File: config.mk
export PLATFORM = sky130hd
export DESIGN_NAME = midi_file_stream_parser_unit
export DESIGN_NICKNAME = d
export VERILOG_FILES = /design/src/hw/rtl/mfsp_pkg.sv /design/src/hw/rtl/midi_file_stream_parser_unit.sv /design/src/hw/rtl/mfsp_div.sv /design/src/hw/rtl/mfsp_dp.sv /design/src/hw/rtl/mfsp_ctrl.sv
export SDC_FILE = /design/constraint.sdc
export NUM_CORES = 2
export LEC_CHECK = 0
export ABC_AREA = 1
export BUFFER_PORTS_ARGS = -buffer_cell sky130_fd_sc_hd__buf_2
export CORE_ASPECT_RATIO = 1.2
export CORE_UTILIZATION = 60
export DETAILED_ROUTE_END_ITERATION = 8
export PLACE_DENSITY = 0.77
export SLEW_MARGIN = 20
export SYNTH_ARGS = -nofsm -noshare
export SYNTH_HDL_FRONTEND = slang
export SYNTH_SLANG_ARGS = --single-unit
File: constraint.sdc
create_clock -name clk -period 9.1 [get_ports clk]
set_input_delay 0.91 -clock clk [delete_from_list [all_inputs] [get_ports clk]]
set_output_delay 0.91 -clock clk [all_outputs]
set_load 0.1 [all_outputs]
File: src/hw/rtl/mfsp_pkg.sv
// Shared types, constants and helpers for the MIDI file stream parser.
// No dependencies; every other file of the block imports this package.
`default_nettype none

package mfsp_pkg;

  // Default for the longest sysex payload forwarded per event
  localparam int unsigned MAX_DATA_DEF = 128;

  // Time step arithmetic: delta (32) times tempo (24), divisor tpb (16) times 1000
  localparam int unsigned DELTA_W = 32;
  localparam int unsigned TEMPO_W = 24;
  localparam int unsigned TPB_W   = 16;
  localparam int unsigned PROD_W  = DELTA_W + TEMPO_W;
  localparam int unsigned DEN_W   = TPB_W + 10;
  localparam int unsigned CNT_W   = $clog2(PROD_W);
  localparam int unsigned TIME_W  = 32;

  localparam logic [9:0]         MS_PER_S  = 10'd1000;
  localparam logic [TEMPO_W-1:0] TEMPO_RST = 24'd500000;

  // Header identifiers and fixed header length
  localparam logic [31:0] ID_MTHD     = 32'h4D546864;
  localparam logic [31:0] ID_MTRK     = 32'h4D54726B;
  localparam logic [31:0] MTHD_LEN    = 32'd6;

  // Header byte positions
  localparam logic [3:0] HB_ID_END    = 4'd3;
  localparam logic [3:0] HB_LEN_END   = 4'd7;
  localparam logic [3:0] HB_NTRK_END  = 4'd11;
  localparam logic [3:0] HB_DIV_END   = 4'd13;

  // Status byte codes
  localparam logic [7:0] SB_META      = 8'hFF;
  localparam logic [7:0] SB_SYSEX     = 8'hF0;
  localparam logic [7:0] SB_SYSEX_END = 8'hF7;
  localparam logic [7:0] META_TEMPO   = 8'h51;
  localparam logic [7:0] CLASS_MASK   = 8'hE0;
  localparam logic [7:0] CLASS_ONE    = 8'hC0;

  typedef enum logic [1:0] {
    KIND_MIDI       = 2'd0,
    KIND_BAD_FILE   = 2'd1,
    KIND_BAD_TRACK  = 2'd2,
    KIND_DONE       = 2'd3
  } kind_t;

  // Parser phase, one-hot
  typedef enum logic [12:0] {
    PH_FILE_HDR     = 13'h0001,
    PH_FILE_HDR_BAD = 13'h0002,
    PH_TRK_HDR      = 13'h0004,
    PH_TRK_HDR_BAD  = 13'h0008,
    PH_DELTA        = 13'h0010,
    PH_STATUS       = 13'h0020,
    PH_META_TYPE    = 13'h0040,
    PH_META_LEN     = 13'h0080,
    PH_META_DATA    = 13'h0100,
    PH_SYSEX        = 13'h0200,
    PH_MIDI_DATA    = 13'h0400,
    PH_FINISH_PEND  = 13'h0800,
    PH_HALT         = 13'h1000
  } phase_t;

  typedef struct packed {
    kind_t      kind;
    logic [7:0] data;
    logic       flush;
  } res_t;

  typedef struct packed {
    logic [1:0]      n;
    res_t [1:0]      r;
  } res_set_t;

  // Controller to datapath commands
  typedef struct packed {
    logic load_byte;
    logic mul_go;
    logic div_go;
    logic ms_load;
    logic commit;
    logic out_sel;
  } ctrl_cmd_t;

  // Datapath to controller status
  typedef struct packed {
    logic       need_adv;
    logic       div_done;
    logic [1:0] res_n;
    logic [1:0] buf_n;
  } dp_sts_t;

  // Append one result unless both slots are taken
  function automatic res_set_t put_res(res_set_t s, kind_t k, logic [7:0] d, logic fl);
    res_set_t o;
    o = s;
    if (s.n < 2'd2) begin
      o.r[s.n[0]].kind  = k;
      o.r[s.n[0]].data  = d;
      o.r[s.n[0]].flush = fl;
      o.n               = s.n + 2'd1;
    end
    return o;
  endfunction

  // Data bytes that follow a channel status
  function automatic logic [1:0] data_count(logic [7:0] s);
    return ((s & CLASS_MASK) == CLASS_ONE) ? 2'd1 : 2'd2;
  endfunction

endpackage

`default_nettype wire

File: src/hw/rtl/midi_file_stream_parser_unit.sv
// Top level of the MIDI file stream parser: controller plus datapath.
// Depends on mfsp_pkg, mfsp_ctrl and mfsp_dp.
//
//   channel | direction | handshake          | payload
//   in      | input     | in_valid/in_stall  | in_file_byte
//   out     | output    | out_valid/out_stall| out_kind, out_midi_byte, out_flush_before,
//           |           |                    | out_time_ms, out_last
//
// A byte that causes no time step is loaded, evaluated and committed, then its results are delivered.
// A byte that advances play time (status byte, end of a meta event) also runs the time
// product and the bit-serial 56-bit divider before commit.
// Reset (rst_n low, synchronous) returns the parser to expecting the file header.
// While results are pending the input is stalled; a stalled result holds steady.
`default_nettype none

module midi_file_stream_parser_unit #(
  parameter int unsigned MAX_DATA = mfsp_pkg::MAX_DATA_DEF
) (
  input  wire         clk,
  input  wire         rst_n,
  input  wire         in_valid,
  output logic        in_stall,
  input  wire [7:0]   in_file_byte,
  output logic        out_valid,
  input  wire         out_stall,
  output logic [1:0]  out_kind,
  output logic [7:0]  out_midi_byte,
  output logic        out_flush_before,
  output logic [31:0] out_time_ms,
  output logic        out_last
);
  import mfsp_pkg::*;

  ctrl_cmd_t cmd;
  dp_sts_t   sts;

  mfsp_ctrl u_ctrl (
    .clk         (clk),
    .rst_n       (rst_n),
    .in_valid_i  (in_valid),
    .in_stall_o  (in_stall),
    .out_valid_o (out_valid),
    .out_stall_i (out_stall),
    .sts_i       (sts),
    .cmd_o       (cmd)
  );

  mfsp_dp #(
    .MAX_DATA (MAX_DATA)
  ) u_dp (
    .clk         (clk),
    .rst_n       (rst_n),
    .cmd_i       (cmd),
    .sts_o       (sts),
    .byte_i      (in_file_byte),
    .kind_o      (out_kind),
    .midi_byte_o (out_midi_byte),
    .flush_o     (out_flush_before),
    .time_o      (out_time_ms),
    .last_o      (out_last)
  );

endmodule

`default_nettype wire

File: src/hw/rtl/mfsp_div.sv
// Restoring divider, one quotient bit per cycle, for the play-time step.
// Depends on mfsp_pkg for operand widths.
`default_nettype none

module mfsp_div (
  input  wire                          clk,
  input  wire                          rst_n,
  input  wire                          start_i,
  input  wire [mfsp_pkg::PROD_W-1:0]   dividend_i,
  input  wire [mfsp_pkg::DEN_W-1:0]    divisor_i,
  output logic                         done_o,
  output logic [mfsp_pkg::TIME_W-1:0]  quot_o
);
  import mfsp_pkg::*;

  logic [PROD_W-1:0] q_r, q_nxt;
  logic [DEN_W-1:0]  rem_r, rem_nxt;
  logic [DEN_W-1:0]  div_r;
  logic [CNT_W-1:0]  cnt_r, cnt_nxt;
  logic              run_r, run_nxt;
  logic              done_r, done_nxt;
  logic [DEN_W+1:0]  diff;

  // One trial subtract per cycle
  always_comb begin
    diff     = {1'b0, rem_r, q_r[PROD_W-1]} - {2'b00, div_r};
    q_nxt    = q_r;
    rem_nxt  = rem_r;
    cnt_nxt  = cnt_r;
    run_nxt  = run_r;
    done_nxt = done_r;
    if (start_i) begin
      q_nxt    = dividend_i;
      rem_nxt  = '0;
      cnt_nxt  = '0;
      run_nxt  = 1'b1;
      done_nxt = 1'b0;
    end else if (run_r) begin
      if (!diff[DEN_W+1]) begin
        rem_nxt = diff[DEN_W-1:0];
        q_nxt   = {q_r[PROD_W-2:0], 1'b1};
      end else begin
        rem_nxt = {rem_r[DEN_W-2:0], q_r[PROD_W-1]};
        q_nxt   = {q_r[PROD_W-2:0], 1'b0};
      end
      cnt_nxt = cnt_r + 1'b1;
      if (cnt_r == CNT_W'(PROD_W - 1)) begin
        run_nxt  = 1'b0;
        done_nxt = 1'b1;
      end
    end
  end

  always_ff @(posedge clk) begin
    if (!rst_n) begin
      run_r  <= 1'b0;
      done_r <= 1'b0;
      cnt_r  <= '0;
    end else begin
      run_r  <= run_nxt;
      done_r <= done_nxt;
      cnt_r  <= cnt_nxt;
    end
  end

  // Hold operands
  always_ff @(posedge clk) begin
    q_r   <= q_nxt;
    rem_r <= rem_nxt;
    if (start_i) begin
      div_r <= divisor_i;
    end
  end

  assign done_o = done_r;
  assign quot_o = q_r[TIME_W-1:0];

endmodule

`default_nettype wire

File: src/hw/rtl/mfsp_dp.sv
// Parser datapath: file state registers, per-byte step logic, time product and divider.
// Depends on mfsp_pkg and mfsp_div.
`default_nettype none

module mfsp_dp #(
  parameter int unsigned MAX_DATA = mfsp_pkg::MAX_DATA_DEF
) (
  input  wire                          clk,
  input  wire                          rst_n,
  input  mfsp_pkg::ctrl_cmd_t          cmd_i,
  output mfsp_pkg::dp_sts_t            sts_o,
  input  wire [7:0]                    byte_i,
  output logic [1:0]                   kind_o,
  output logic [7:0]                   midi_byte_o,
  output logic                         flush_o,
  output logic [mfsp_pkg::TIME_W-1:0]  time_o,
  output logic                         last_o
);
  import mfsp_pkg::*;

  localparam int unsigned IDX_W = $clog2(MAX_DATA + 1);

  // Parser state
  phase_t            phase_r, phase_nxt;
  logic [3:0]        bcnt_r, bcnt_nxt;
  logic [31:0]       shift_r, shift_nxt;
  logic [15:0]       tcount_r, tcount_nxt;
  logic [15:0]       tdone_r, tdone_nxt;
  logic [TPB_W-1:0]  tpb_r, tpb_nxt;
  logic [31:0]       tlen_r, tlen_nxt;
  logic [31:0]       tpos_r, tpos_nxt;
  logic [DELTA_W-1:0] delta_r, delta_nxt;
  logic [7:0]        rstat_r, rstat_nxt;
  logic [7:0]        mtype_r, mtype_nxt;
  logic [31:0]       drem_r, drem_nxt;
  logic [IDX_W-1:0]  didx_r, didx_nxt;
  logic [2:0][7:0]   tb_r, tb_nxt;
  logic [TEMPO_W-1:0] tempo_r, tempo_nxt;
  logic [TIME_W-1:0] ntime_r, ntime_nxt;
  logic [TIME_W-1:0] etime_r, etime_nxt;

  // Work registers
  logic [7:0]        byte_r;
  logic [PROD_W-1:0] prod_r;
  logic [DEN_W-1:0]  den_r;
  logic [TIME_W-1:0] ms_r;
  res_set_t          res_r;

  res_set_t          rs;
  logic              adv, end_ev, fin, flush_now;
  logic [TIME_W-1:0] tn;
  logic [31:0]       sw;
  logic [3:0]        k;
  logic              div_done;
  logic [TIME_W-1:0] quot;

  // Step the parser over the held byte
  always_comb begin
    phase_nxt  = phase_r;
    bcnt_nxt   = bcnt_r;
    shift_nxt  = shift_r;
    tcount_nxt = tcount_r;
    tdone_nxt  = tdone_r;
    tpb_nxt    = tpb_r;
    tlen_nxt   = tlen_r;
    tpos_nxt   = tpos_r;
    delta_nxt  = delta_r;
    rstat_nxt  = rstat_r;
    mtype_nxt  = mtype_r;
    drem_nxt   = drem_r;
    didx_nxt   = didx_r;
    tb_nxt     = tb_r;
    tempo_nxt  = tempo_r;
    ntime_nxt  = ntime_r;
    etime_nxt  = etime_r;
    rs         = '0;
    adv        = 1'b0;
    end_ev     = 1'b0;
    fin        = 1'b0;
    tn         = ntime_r + ms_r;
    flush_now  = (etime_r != tn);
    k          = bcnt_r;
    sw         = {shift_r[23:0], byte_r};

    unique case (phase_r)
      PH_FILE_HDR, PH_FILE_HDR_BAD: begin
        shift_nxt = sw;
        if (k == HB_ID_END && sw != ID_MTHD) begin
          phase_nxt = PH_FILE_HDR_BAD;
        end
        if (k == HB_LEN_END && sw != MTHD_LEN) begin
          phase_nxt = PH_FILE_HDR_BAD;
        end
        if (k == HB_NTRK_END) begin
          tcount_nxt = sw[15:0];
        end
        if (k == HB_DIV_END) begin
          tpb_nxt   = sw[TPB_W-1:0];
          tempo_nxt = TEMPO_RST;
          tdone_nxt = '0;
          if (phase_nxt == PH_FILE_HDR_BAD || sw[TPB_W-1:0] == '0) begin
            phase_nxt = PH_HALT;
            rs = put_res(rs, KIND_BAD_FILE, 8'h00, 1'b0);
          end else if (tcount_nxt == '0) begin
            fin = 1'b1;
          end else begin
            phase_nxt = PH_TRK_HDR;
            bcnt_nxt  = '0;
            shift_nxt = '0;
          end
        end else begin
          bcnt_nxt = k + 4'd1;
        end
      end
      PH_TRK_HDR, PH_TRK_HDR_BAD: begin
        shift_nxt = sw;
        if (k == HB_ID_END && sw != ID_MTRK) begin
          phase_nxt = PH_TRK_HDR_BAD;
        end
        if (k == HB_LEN_END) begin
          tlen_nxt = sw;
          if (phase_nxt == PH_TRK_HDR_BAD) begin
            phase_nxt = PH_HALT;
            rs = put_res(rs, KIND_BAD_TRACK, 8'h00, 1'b0);
          end else begin
            tpos_nxt = '0;
            end_ev   = 1'b1;
          end
        end else begin
          bcnt_nxt = k + 4'd1;
        end
      end
      PH_DELTA: begin
        tpos_nxt  = tpos_r + 32'd1;
        delta_nxt = {delta_r[DELTA_W-8:0], byte_r[6:0]};
        if (!byte_r[7]) begin
          phase_nxt = PH_STATUS;
        end
      end
      PH_STATUS: begin
        tpos_nxt = tpos_r + 32'd1;
        if (byte_r == SB_META) begin
          phase_nxt = PH_META_TYPE;
        end else if (byte_r == SB_SYSEX || byte_r == SB_SYSEX_END) begin
          didx_nxt  = '0;
          adv       = 1'b1;
          ntime_nxt = tn;
          etime_nxt = tn;
          rs        = put_res(rs, KIND_MIDI, byte_r, flush_now);
          phase_nxt = PH_SYSEX;
        end else if (byte_r[7]) begin
          rstat_nxt = byte_r;
          drem_nxt  = {30'd0, data_count(byte_r)};
          adv       = 1'b1;
          ntime_nxt = tn;
          etime_nxt = tn;
          rs        = put_res(rs, KIND_MIDI, byte_r, flush_now);
          phase_nxt = PH_MIDI_DATA;
        end else begin
          // Running status: replay the held status, then this data byte
          drem_nxt  = {30'd0, data_count(rstat_r) - 2'd1};
          adv       = 1'b1;
          ntime_nxt = tn;
          etime_nxt = tn;
          rs        = put_res(rs, KIND_MIDI, rstat_r, flush_now);
          rs        = put_res(rs, KIND_MIDI, byte_r, 1'b0);
          if (drem_nxt == '0) begin
            end_ev = 1'b1;
          end else begin
            phase_nxt = PH_MIDI_DATA;
          end
        end
      end
      PH_META_TYPE: begin
        tpos_nxt  = tpos_r + 32'd1;
        mtype_nxt = byte_r;
        drem_nxt  = '0;
        didx_nxt  = '0;
        tb_nxt    = '0;
        phase_nxt = PH_META_LEN;
      end
      PH_META_LEN, PH_META_DATA: begin
        tpos_nxt = tpos_r + 32'd1;
        if (phase_r == PH_META_LEN) begin
          drem_nxt = {drem_r[24:0], byte_r[6:0]};
          if (!byte_r[7]) begin
            if (drem_nxt != '0) begin
              phase_nxt = PH_META_DATA;
            end else begin
              end_ev = 1'b1;
            end
          end
        end else begin
          if (didx_r < IDX_W'(3)) begin
            tb_nxt[didx_r[1:0]] = byte_r;
            didx_nxt = didx_r + 1'b1;
          end
          drem_nxt = drem_r - 32'd1;
          if (drem_nxt == '0) begin
            end_ev = 1'b1;
          end
        end
        // Meta event complete: apply tempo, then advance time
        if (end_ev) begin
          if (mtype_r == META_TEMPO) begin
            tempo_nxt = {tb_nxt[0], tb_nxt[1], tb_nxt[2]};
          end
          adv       = 1'b1;
          ntime_nxt = tn;
        end
      end
      PH_SYSEX: begin
        tpos_nxt = tpos_r + 32'd1;
        if (didx_r < IDX_W'(MAX_DATA)) begin
          rs       = put_res(rs, KIND_MIDI, byte_r, 1'b0);
          didx_nxt = didx_r + 1'b1;
        end
        if (byte_r == SB_SYSEX_END || tpos_nxt >= tlen_r) begin
          end_ev = 1'b1;
        end
      end
      PH_MIDI_DATA: begin
        tpos_nxt = tpos_r + 32'd1;
        rs       = put_res(rs, KIND_MIDI, byte_r, 1'b0);
        if (drem_r != '0) begin
          drem_nxt = drem_r - 32'd1;
        end
        if (drem_nxt == '0) begin
          end_ev = 1'b1;
        end
      end
      PH_FINISH_PEND: begin
        fin = 1'b1;
      end
      PH_HALT: begin
        phase_nxt = PH_HALT;
      end
      default: begin
        phase_nxt = PH_HALT;
      end
    endcase

    // Close the event: next delta, next track, or end of file
    if (end_ev) begin
      if (tpos_nxt >= tlen_nxt) begin
        tdone_nxt = tdone_nxt + 16'd1;
        if (tdone_nxt >= tcount_nxt) begin
          fin = 1'b1;
        end else begin
          phase_nxt = PH_TRK_HDR;
          bcnt_nxt  = '0;
          shift_nxt = '0;
        end
      end else begin
        phase_nxt = PH_DELTA;
        delta_nxt = '0;
      end
    end

    // Report finish now if a slot is free, else on the next byte
    if (fin) begin
      if (rs.n < 2'd2) begin
        phase_nxt = PH_HALT;
        rs = put_res(rs, KIND_DONE, 8'h00, 1'b0);
      end else begin
        phase_nxt = PH_FINISH_PEND;
      end
    end
  end

  // Commit parser state
  always_ff @(posedge clk) begin
    if (!rst_n) begin
      phase_r  <= PH_FILE_HDR;
      bcnt_r   <= '0;
      shift_r  <= '0;
      tcount_r <= '0;
      tdone_r  <= '0;
      tpb_r    <= '0;
      tlen_r   <= '0;
      tpos_r   <= '0;
      delta_r  <= '0;
      rstat_r  <= '0;
      mtype_r  <= '0;
      drem_r   <= '0;
      didx_r   <= '0;
      tb_r     <= '0;
      tempo_r  <= TEMPO_RST;
      ntime_r  <= '0;
      etime_r  <= '0;
      res_r    <= '0;
    end else if (cmd_i.commit) begin
      phase_r  <= phase_nxt;
      bcnt_r   <= bcnt_nxt;
      shift_r  <= shift_nxt;
      tcount_r <= tcount_nxt;
      tdone_r  <= tdone_nxt;
      tpb_r    <= tpb_nxt;
      tlen_r   <= tlen_nxt;
      tpos_r   <= tpos_nxt;
      delta_r  <= delta_nxt;
      rstat_r  <= rstat_nxt;
      mtype_r  <= mtype_nxt;
      drem_r   <= drem_nxt;
      didx_r   <= didx_nxt;
      tb_r     <= tb_nxt;
      tempo_r  <= tempo_nxt;
      ntime_r  <= ntime_nxt;
      etime_r  <= etime_nxt;
      res_r    <= rs;
    end
  end

  // Hold the byte, the product, the divisor and the time step
  always_ff @(posedge clk) begin
    if (cmd_i.load_byte) begin
      byte_r <= byte_i;
      ms_r   <= '0;
    end else if (cmd_i.ms_load) begin
      ms_r   <= (den_r == '0) ? '0 : quot;
    end
    if (cmd_i.mul_go) begin
      prod_r <= PROD_W'(delta_r) * PROD_W'(tempo_nxt);
      den_r  <= DEN_W'(tpb_r) * DEN_W'(MS_PER_S);
    end
  end

  mfsp_div u_div (
    .clk        (clk),
    .rst_n      (rst_n),
    .start_i    (cmd_i.div_go),
    .dividend_i (prod_r),
    .divisor_i  (den_r),
    .done_o     (div_done),
    .quot_o     (quot)
  );

  assign sts_o.need_adv = adv;
  assign sts_o.div_done = div_done;
  assign sts_o.res_n    = rs.n;
  assign sts_o.buf_n    = res_r.n;

  // Present the selected buffered result
  assign kind_o      = res_r.r[cmd_i.out_sel].kind;
  assign midi_byte_o = res_r.r[cmd_i.out_sel].data;
  assign flush_o     = res_r.r[cmd_i.out_sel].flush;
  assign time_o      = ntime_r;
  assign last_o      = ({1'b0, cmd_i.out_sel} == (res_r.n - 2'd1));

endmodule

`default_nettype wire

File: src/hw/rtl/mfsp_ctrl.sv
// Sequencer for the parser: take a byte, run the time step if needed, commit, drain results.
// Depends on mfsp_pkg for the command and status structs.
`default_nettype none

module mfsp_ctrl (
  input  wire                  clk,
  input  wire                  rst_n,
  input  wire                  in_valid_i,
  output logic                 in_stall_o,
  output logic                 out_valid_o,
  input  wire                  out_stall_i,
  input  mfsp_pkg::dp_sts_t    sts_i,
  output mfsp_pkg::ctrl_cmd_t  cmd_o
);
  import mfsp_pkg::*;

  typedef enum logic [6:0] {
    ST_IDLE   = 7'h01,
    ST_EVAL   = 7'h02,
    ST_DIVS   = 7'h04,
    ST_DIV    = 7'h08,
    ST_COMMIT = 7'h10,
    ST_OUT    = 7'h20,
    ST_SPARE  = 7'h40
  } ctrl_state_t;

  ctrl_state_t st_r, st_nxt;
  logic        sel_r, sel_nxt;

  // Advance the sequencer
  always_comb begin
    st_nxt  = st_r;
    sel_nxt = sel_r;
    cmd_o   = '0;
    cmd_o.out_sel = sel_r;
    unique case (st_r)
      ST_IDLE: begin
        if (in_valid_i) begin
          cmd_o.load_byte = 1'b1;
          st_nxt = ST_EVAL;
        end
      end
      ST_EVAL: begin
        if (sts_i.need_adv) begin
          cmd_o.mul_go = 1'b1;
          st_nxt = ST_DIVS;
        end else begin
          st_nxt = ST_COMMIT;
        end
      end
      ST_DIVS: begin
        cmd_o.div_go = 1'b1;
        st_nxt = ST_DIV;
      end
      ST_DIV: begin
        if (sts_i.div_done) begin
          cmd_o.ms_load = 1'b1;
          st_nxt = ST_COMMIT;
        end
      end
      ST_COMMIT: begin
        cmd_o.commit = 1'b1;
        sel_nxt = 1'b0;
        st_nxt  = (sts_i.res_n == 2'd0) ? ST_IDLE : ST_OUT;
      end
      ST_OUT: begin
        if (!out_stall_i) begin
          if ({1'b0, sel_r} == sts_i.buf_n - 2'd1) begin
            st_nxt = ST_IDLE;
          end else begin
            sel_nxt = sel_r + 1'b1;
          end
        end
      end
      default: begin
        st_nxt = ST_IDLE;
      end
    endcase
  end

  always_ff @(posedge clk) begin
    if (!rst_n) begin
      st_r  <= ST_IDLE;
      sel_r <= 1'b0;
    end else begin
      st_r  <= st_nxt;
      sel_r <= sel_nxt;
    end
  end

  assign in_stall_o  = (st_r != ST_IDLE);
  assign out_valid_o = (st_r == ST_OUT);

`ifndef SYNTH
  a_state_onehot: assert property (@(posedge clk) disable iff (!rst_n) $onehot(st_r))
    else $error("controller state not one-hot");
  a_no_both: assert property (@(posedge clk) disable iff (!rst_n)
    !(out_valid_o && !in_stall_o))
    else $error("request taken while results pending");
  a_empty_commit: assert property (@(posedge clk) disable iff (!rst_n)
    (st_r == ST_COMMIT && sts_i.res_n == 2'd0) |=> st_r == ST_IDLE)
    else $error("empty commit did not return to idle");
  a_sel_range: assert property (@(posedge clk) disable iff (!rst_n)
    (st_r == ST_OUT) |-> ({1'b0, sel_r} < sts_i.buf_n))
    else $error("result select beyond buffered count");
`endif

endmodule

`default_nettype wire
# Word level (Yosys, flattened, before mapping)
# Cells that the tools add are included.
# classes
add_sub_neg	13
order_cmp	14
muxes	172
n_mul	2
n_reduce_logical	41
n_eq_ne	49
n_bitwise	3
# ops
operator	count
$mux W32	21
$mux W24	13
$mux W13	23
$pmux W32 S2	3
$bwmux W22	6
$pmux W32 S4	1
$pmux W24 S5	1
$mux W16	7
$mux W56	2
$pmux W24 S2	2
$pmux W13 S7	1
$mux W11	8
$mux W23	3
$demux W11 S1	6
$ge A32 B32 Y1	2
$logic_not A32 Y1	2
$ne A32 B31 Y1 const B	2
$reduce_bool A32 Y1	2
$mul A32 B24 Y56	1
$mux W8	6
$pmux W7 S6	1
$mux W1	37
$add A32 B1 Y32 const B	1
$add A32 B32 Y32	1
other kinds (78)	142
# totals
register_bits	625
wordCells	332

# Depth between registers and ports, before layout
# logic_depth
ltp_word	29
depth_mapped	52

# By module
# A second synthesis with hierarchy kept.
# hier_totals
cells_unflattened	8584
area_unflattened_um2	64156.5
# by_module_without_submodules
mod	area_each_um2	cells_per_inst	instances
mfsp_dp	56668.1	7554	1
mfsp_div	7016.7	954	1
mfsp_ctrl	471.7	76	1

# Worst setup path before layout
# Ideal clock, no wire load.
# synth_timing
kind	register -> register
startpoint	reg u_dp.drem_r[0]
endpoint	reg u_dp.prod_r[50], data pin
t_arrival_ns	8.201
path_slack_ns	0.634
path_stages_with_launch	48
synth_period_minus_slack_ns	8.466
n_path_buf	3
path_cell_list	dfxtp_1 > inv_2 > ha_1 > nand2_1 > nor2_1 > nand3_1 > nand2_1 > nand2_1 > nor2_2 > nand2_1 > nor2_1 > nand2_1 > nor2_1 > nand3_1 > nand2_2 > nand2_4 > buf_6 > buf_6 > (+12 left out) > fa_1 > fa_1 > inv_1 > fa_1 > inv_1 > ha_1 > a21oi_1 > inv_1 > a31oi_1 > a21boi_0 > o21ai_0 > nand2_1 > nand2_1 > nand2_1 > nand2_1 > a21boi_0 > o21ai_0 > xor2_1
# synth_between
elab_chain_cells	8
elab_cells_between_ends	11
# synth_lines
element	line_no	rtl
start: declaration	mfsp_dp.sv:35	logic [31:0] drem_r, drem_nxt;
start signal: assignment	mfsp_dp.sv:304	drem_r <= drem_nxt;
$sub A32 B1 Y32 / $reduce_bool A32 Y1 (equally long branches)	mfsp_dp.sv:198, mfsp_dp.sv:187	
$logic_not A32 Y1 / $mux W1 (equally long branches)	mfsp_dp.sv:199, mfsp_dp.sv:187	
$mux W1 (on tied branches)	mfsp_dp.sv:199, mfsp_dp.sv:186	
$mux W1 *	mfsp_dp.sv:184	if (phase_r == PH_META_LEN) begin
$mux W1 *	mfsp_dp.sv:85	unique case (phase_r)
$mux W24 *	mfsp_dp.sv:204	if (end_ev) begin
$pmux W24 S2 *	mfsp_dp.sv:85	
$mul A32 B24 Y56 *	mfsp_dp.sv:323	prod_r <= PROD_W'(delta_r) * PROD_W'(tempo_nxt);
end signal: assignment	mfsp_dp.sv:323	
end: declaration	mfsp_dp.sv:44	logic [PROD_W-1:0] prod_r;
# Mark *: on every way between the ends. The rest lies on a longest branch, timed or not. The select of a mux whose other input is x is not followed.
# A chain may end at the register's enable or synchronous reset.

# Worst setup path after layout
# layout_timing
startpoint	reg u_dp.drem_r[7]
endpoint	reg u_dp.prod_r[51], data pin
# The elaborated chain is that of the path after synthesis.

==> out/metrics.csv <==
metric,value,unit
port-buffer-count,57,
grt_pass1_vias,58118,
final-setup-viol-count,3,
timing_hold_violations_final,0,
groute.usage.overall,0.386,
num-fill-cells,8516,
cts.clk_slew.worst_paths,70,ps
drive_gt1_frac,0.118,
start_kind,flop,
dieWidth,297,um
floorplan.io_pins,58,
route.detailed.vias_per_inst,5.81,
initial_core_util,0.607,
worstSetupEndpointType,flop,
synth-seq-area-share,0.222,
critical_path_class,reg2reg,
leakagePower,0.0347,uW
die_h,356,um
cts_sinks,613,
yosysWarnings,0,
failed_checks,"design-rule violations, negative setup slack",
layout.nets,9688,
worst_path_max_delay_cell,sky130_fd_sc_hd__fa_2,
ctsLongestPathBuffers,3,
detail_route.wirelength,209000,um
timing.critical_path.mode_cell,sky130_fd_sc_hd__inv_1,
worst-endpoint-required,9470,ps
antenna_found_initial,4,
synthFlopType,sky130_fd_sc_hd__dfxtp_1,
mappedNetlistNets,9428,
min_path_type,reg2reg,
die_area,106000,um^2
setup_ws,-46.4,ps
powerDensity,93.4,nW/um^2
route.detailed.drc,8,
outcome,finished with violations,
dp_hpwl,155000,um
max_freq,109,MHz
fin_total_pwr,6650,uW
global_route.overflow_total,0,
number_of_max_cap_violations,0,
syn-cell-area,62700,um^2
final-max-slew-violation-count,0,
ratio_of_final_minimum_period_to_clock_period,1.01,
clock_tree_root,sky130_fd_sc_hd__clkbuf_16,
placer_congestion,1.01,
tritoncts,done,
vias,58171,
slowest_stage_delay_cp,660,ps
rows,129,
wl_per_cell,20.8,um
pin_count_of_the_biggest_net_entering_global_routing,210,
cp_num_buf_inv,8,
syn_avg_cell_area,7.54,um^2
post_synth_inst_count,8320,
vdd_drop_max,0.171,mV
synthDistinctLibCells,65,
yosys_register_bits,613,
ant_nets,0,
synth_enable_flop_cells,166,
fin_worst_skew,41.3,ps
actual_slew_at_the_worst_max_slew_pin,1140,ps
worstPathMaxFanout,6,
async_reset_ff_frac,0,
htree_levels,3,
relSlewSlack,0.239,
core,103000,um^2
fin_crit,9150,ps
cts-buffers-inserted,68,
grt_first_pass_wirelength,317000,um
areaGrowthSynthToFinish,13.5,%
drt_first_pass_iters,9,
rsz_0062_raised_after_global_routing,true,
detailedPlace.worstSlack,-227,ps
clkLatencyLatePin,660,ps
critical_path.top_delay_family,adder cells,
cp_data_arrival_time,9520,ps
drt_iter0_markers,5703,
==> flip-flops by register name (all words and copies together) (netlist names), 19 cells and up <==
name              count
u_dp.prod_r          56
u_dp.u_div.q_r       56
u_dp.delta_r         32
u_dp.drem_r          32
u_dp.etime_r         32
u_dp.ms_r            32
u_dp.time_o          32
u_dp.tlen_r          32
u_dp.tpos_r          32
u_dp.u_div.rem_r     26
u_dp.shift_r         24
u_dp.tb_r            24
u_dp.tempo_r         24
u_dp.den_r           23
u_dp.u_div.div_r     23
u_dp.res_r           19
==> synthesized netlist by cell type, types with 36 or more instances <==
library cell	number	share of area
sky130_fd_sc_hd__o21ai_1	36	0.0029
sky130_fd_sc_hd__a21oi_1	562	0.045
sky130_fd_sc_hd__fa_1	714	0.23
sky130_fd_sc_hd__clkbuf_1	259	0.016
sky130_fd_sc_hd__edfxtp_1	166	0.080
sky130_fd_sc_hd__dfxtp_1	447	0.14
sky130_fd_sc_hd__nor3_1	82	0.0065
sky130_fd_sc_hd__nand4_1	67	0.0067
sky130_fd_sc_hd__buf_2	71	0.0057
sky130_fd_sc_hd__nand3_1	299	0.024
sky130_fd_sc_hd__o211ai_1	110	0.013
sky130_fd_sc_hd__xnor2_1	49	0.0068
sky130_fd_sc_hd__nand2_1	1758	0.11
sky130_fd_sc_hd__o21ai_0	496	0.040
sky130_fd_sc_hd__xor2_1	132	0.018
sky130_fd_sc_hd__ha_1	382	0.076
sky130_fd_sc_hd__inv_1	1615	0.097
sky130_fd_sc_hd__nor2_1	691	0.041
==> layer usage <==
layer	track usage	routed length [um]	vias to the layer above
li1	-	-	26541
met1	0.439	74200	27741
met2	0.654	98200	2912
met3	0.0563	16600	973
met4	0.309	19600	4
met5	0	28	-
==> cells by family (layout without fill, tap and decap cells) <==
family / count (synthesis) / count (layout) / share of synthesized area
simple gates: 3020 / 3023 / 0.199
flops: 613 / 613 / 0.222
buf+inv: 2017 / 2327 / 0.125
compound gates: 1390 / 1390 / 0.124
other cells: 0 / 1 / 0
xor+xnor: 184 / 184 / 0.0264
fa+ha+maj: 1096 / 1096 / 0.304
==> final timing paths <==
check / start / to / slack (ps) / cells after the start
worst max-delay path: u_dp.drem_r[7] / u_dp.prod_r[51] / -50 / 41
worst min-delay path: u_dp.den_r[23] / u_dp.u_div.div_r[23] / 450 / 0
worst max register to register: u_dp.drem_r[7] / u_dp.prod_r[51] / -50 / 41
worst min register to register: u_dp.den_r[23] / u_dp.u_div.div_r[23] / 450 / 0
==> where the power goes <==
part           leakage (uW)  internal [uW]  switching (uW)
registers           0.00508           2820            22.8
logic                0.0285            314             650
clock network       0.00110           1580            1260
==> final cells by class <==
type                            count  area (um^2)  area share
Antenna cell                        1         2.50   0.0000352
Inverter                         1654         6230      0.0875
Timing Repair Buffer              550         4770      0.0670
Sequential cell                   613        13900       0.196
Multi-Input combinational cell   5693        42300       0.594
Clock inverter                     34          333     0.00468
Tap cell                         1375         1720      0.0242
Clock buffer                       89         1900      0.0267
==> through the flow <==
stage	cell area (um^2)	TNS [ps]	instances	hold slack, ps	util
6_report	71200	-86.5	10009	449	0.689
5_1_grt	71200	-3060	10008	458	0.689
4_1_cts	69300	0	9952	443	0.671
3_5_place_dp	66900	-1210	9826	437	0.648
3_3_place_gp	66900	-606	9826	432	0.648
2_1_floorplan	62700	0	8320	423	-
==> cells in the final DEF, fill, tap and decap left out, types with 20 or more instances in the layout <==
| cell | synthesis | final |
|---|---|---|
| sky130_fd_sc_hd__ha_4 | 0 | 26 |
| sky130_fd_sc_hd__edfxtp_1 | 166 | 166 |
| sky130_fd_sc_hd__o211ai_1 | 110 | 110 |
| sky130_fd_sc_hd__buf_12 | 1 | 44 |
| sky130_fd_sc_hd__fa_2 | 0 | 32 |
| sky130_fd_sc_hd__a31oi_1 | 33 | 29 |
| sky130_fd_sc_hd__nor3_1 | 82 | 79 |
| sky130_fd_sc_hd__o21ai_0 | 496 | 480 |
| sky130_fd_sc_hd__buf_4 | 11 | 421 |
| sky130_fd_sc_hd__inv_2 | 19 | 38 |
| sky130_fd_sc_hd__xor2_1 | 132 | 125 |
| sky130_fd_sc_hd__nand2_1 | 1758 | 1711 |
| sky130_fd_sc_hd__o22ai_1 | 33 | 33 |
| sky130_fd_sc_hd__o21ai_1 | 36 | 42 |
| sky130_fd_sc_hd__xnor2_1 | 49 | 48 |
| sky130_fd_sc_hd__nand2_2 | 14 | 53 |
| sky130_fd_sc_hd__clkbuf_16 | 0 | 77 |
| sky130_fd_sc_hd__a21oi_1 | 562 | 535 |
| sky130_fd_sc_hd__nor2_2 | 17 | 46 |
| sky130_fd_sc_hd__nand4_1 | 67 | 67 |
| sky130_fd_sc_hd__fa_1 | 714 | 682 |
| sky130_fd_sc_hd__nor4_1 | 29 | 21 |
| sky130_fd_sc_hd__inv_1 | 1615 | 1591 |
| sky130_fd_sc_hd__buf_2 | 71 | 56 |
| sky130_fd_sc_hd__dfxtp_1 | 447 | 443 |
| sky130_fd_sc_hd__o221ai_1 | 21 | 20 |
| sky130_fd_sc_hd__nor2_4 | 15 | 27 |
| sky130_fd_sc_hd__nand3_1 | 299 | 288 |
| sky130_fd_sc_hd__nor2_1 | 691 | 651 |
| sky130_fd_sc_hd__ha_1 | 382 | 356 |
| sky130_fd_sc_hd__clkinv_1 | 20 | 21 |
| sky130_fd_sc_hd__a21oi_2 | 0 | 20 |
==> timing repair <==
item,CTS,global route
setup buffers,2,44
cloned,1,11
hold buffers,0,0
resized for setup,21,302
pin swaps,3,123
endpoints found under the setup margin,18,36
(Power assumes the default switching activity.)
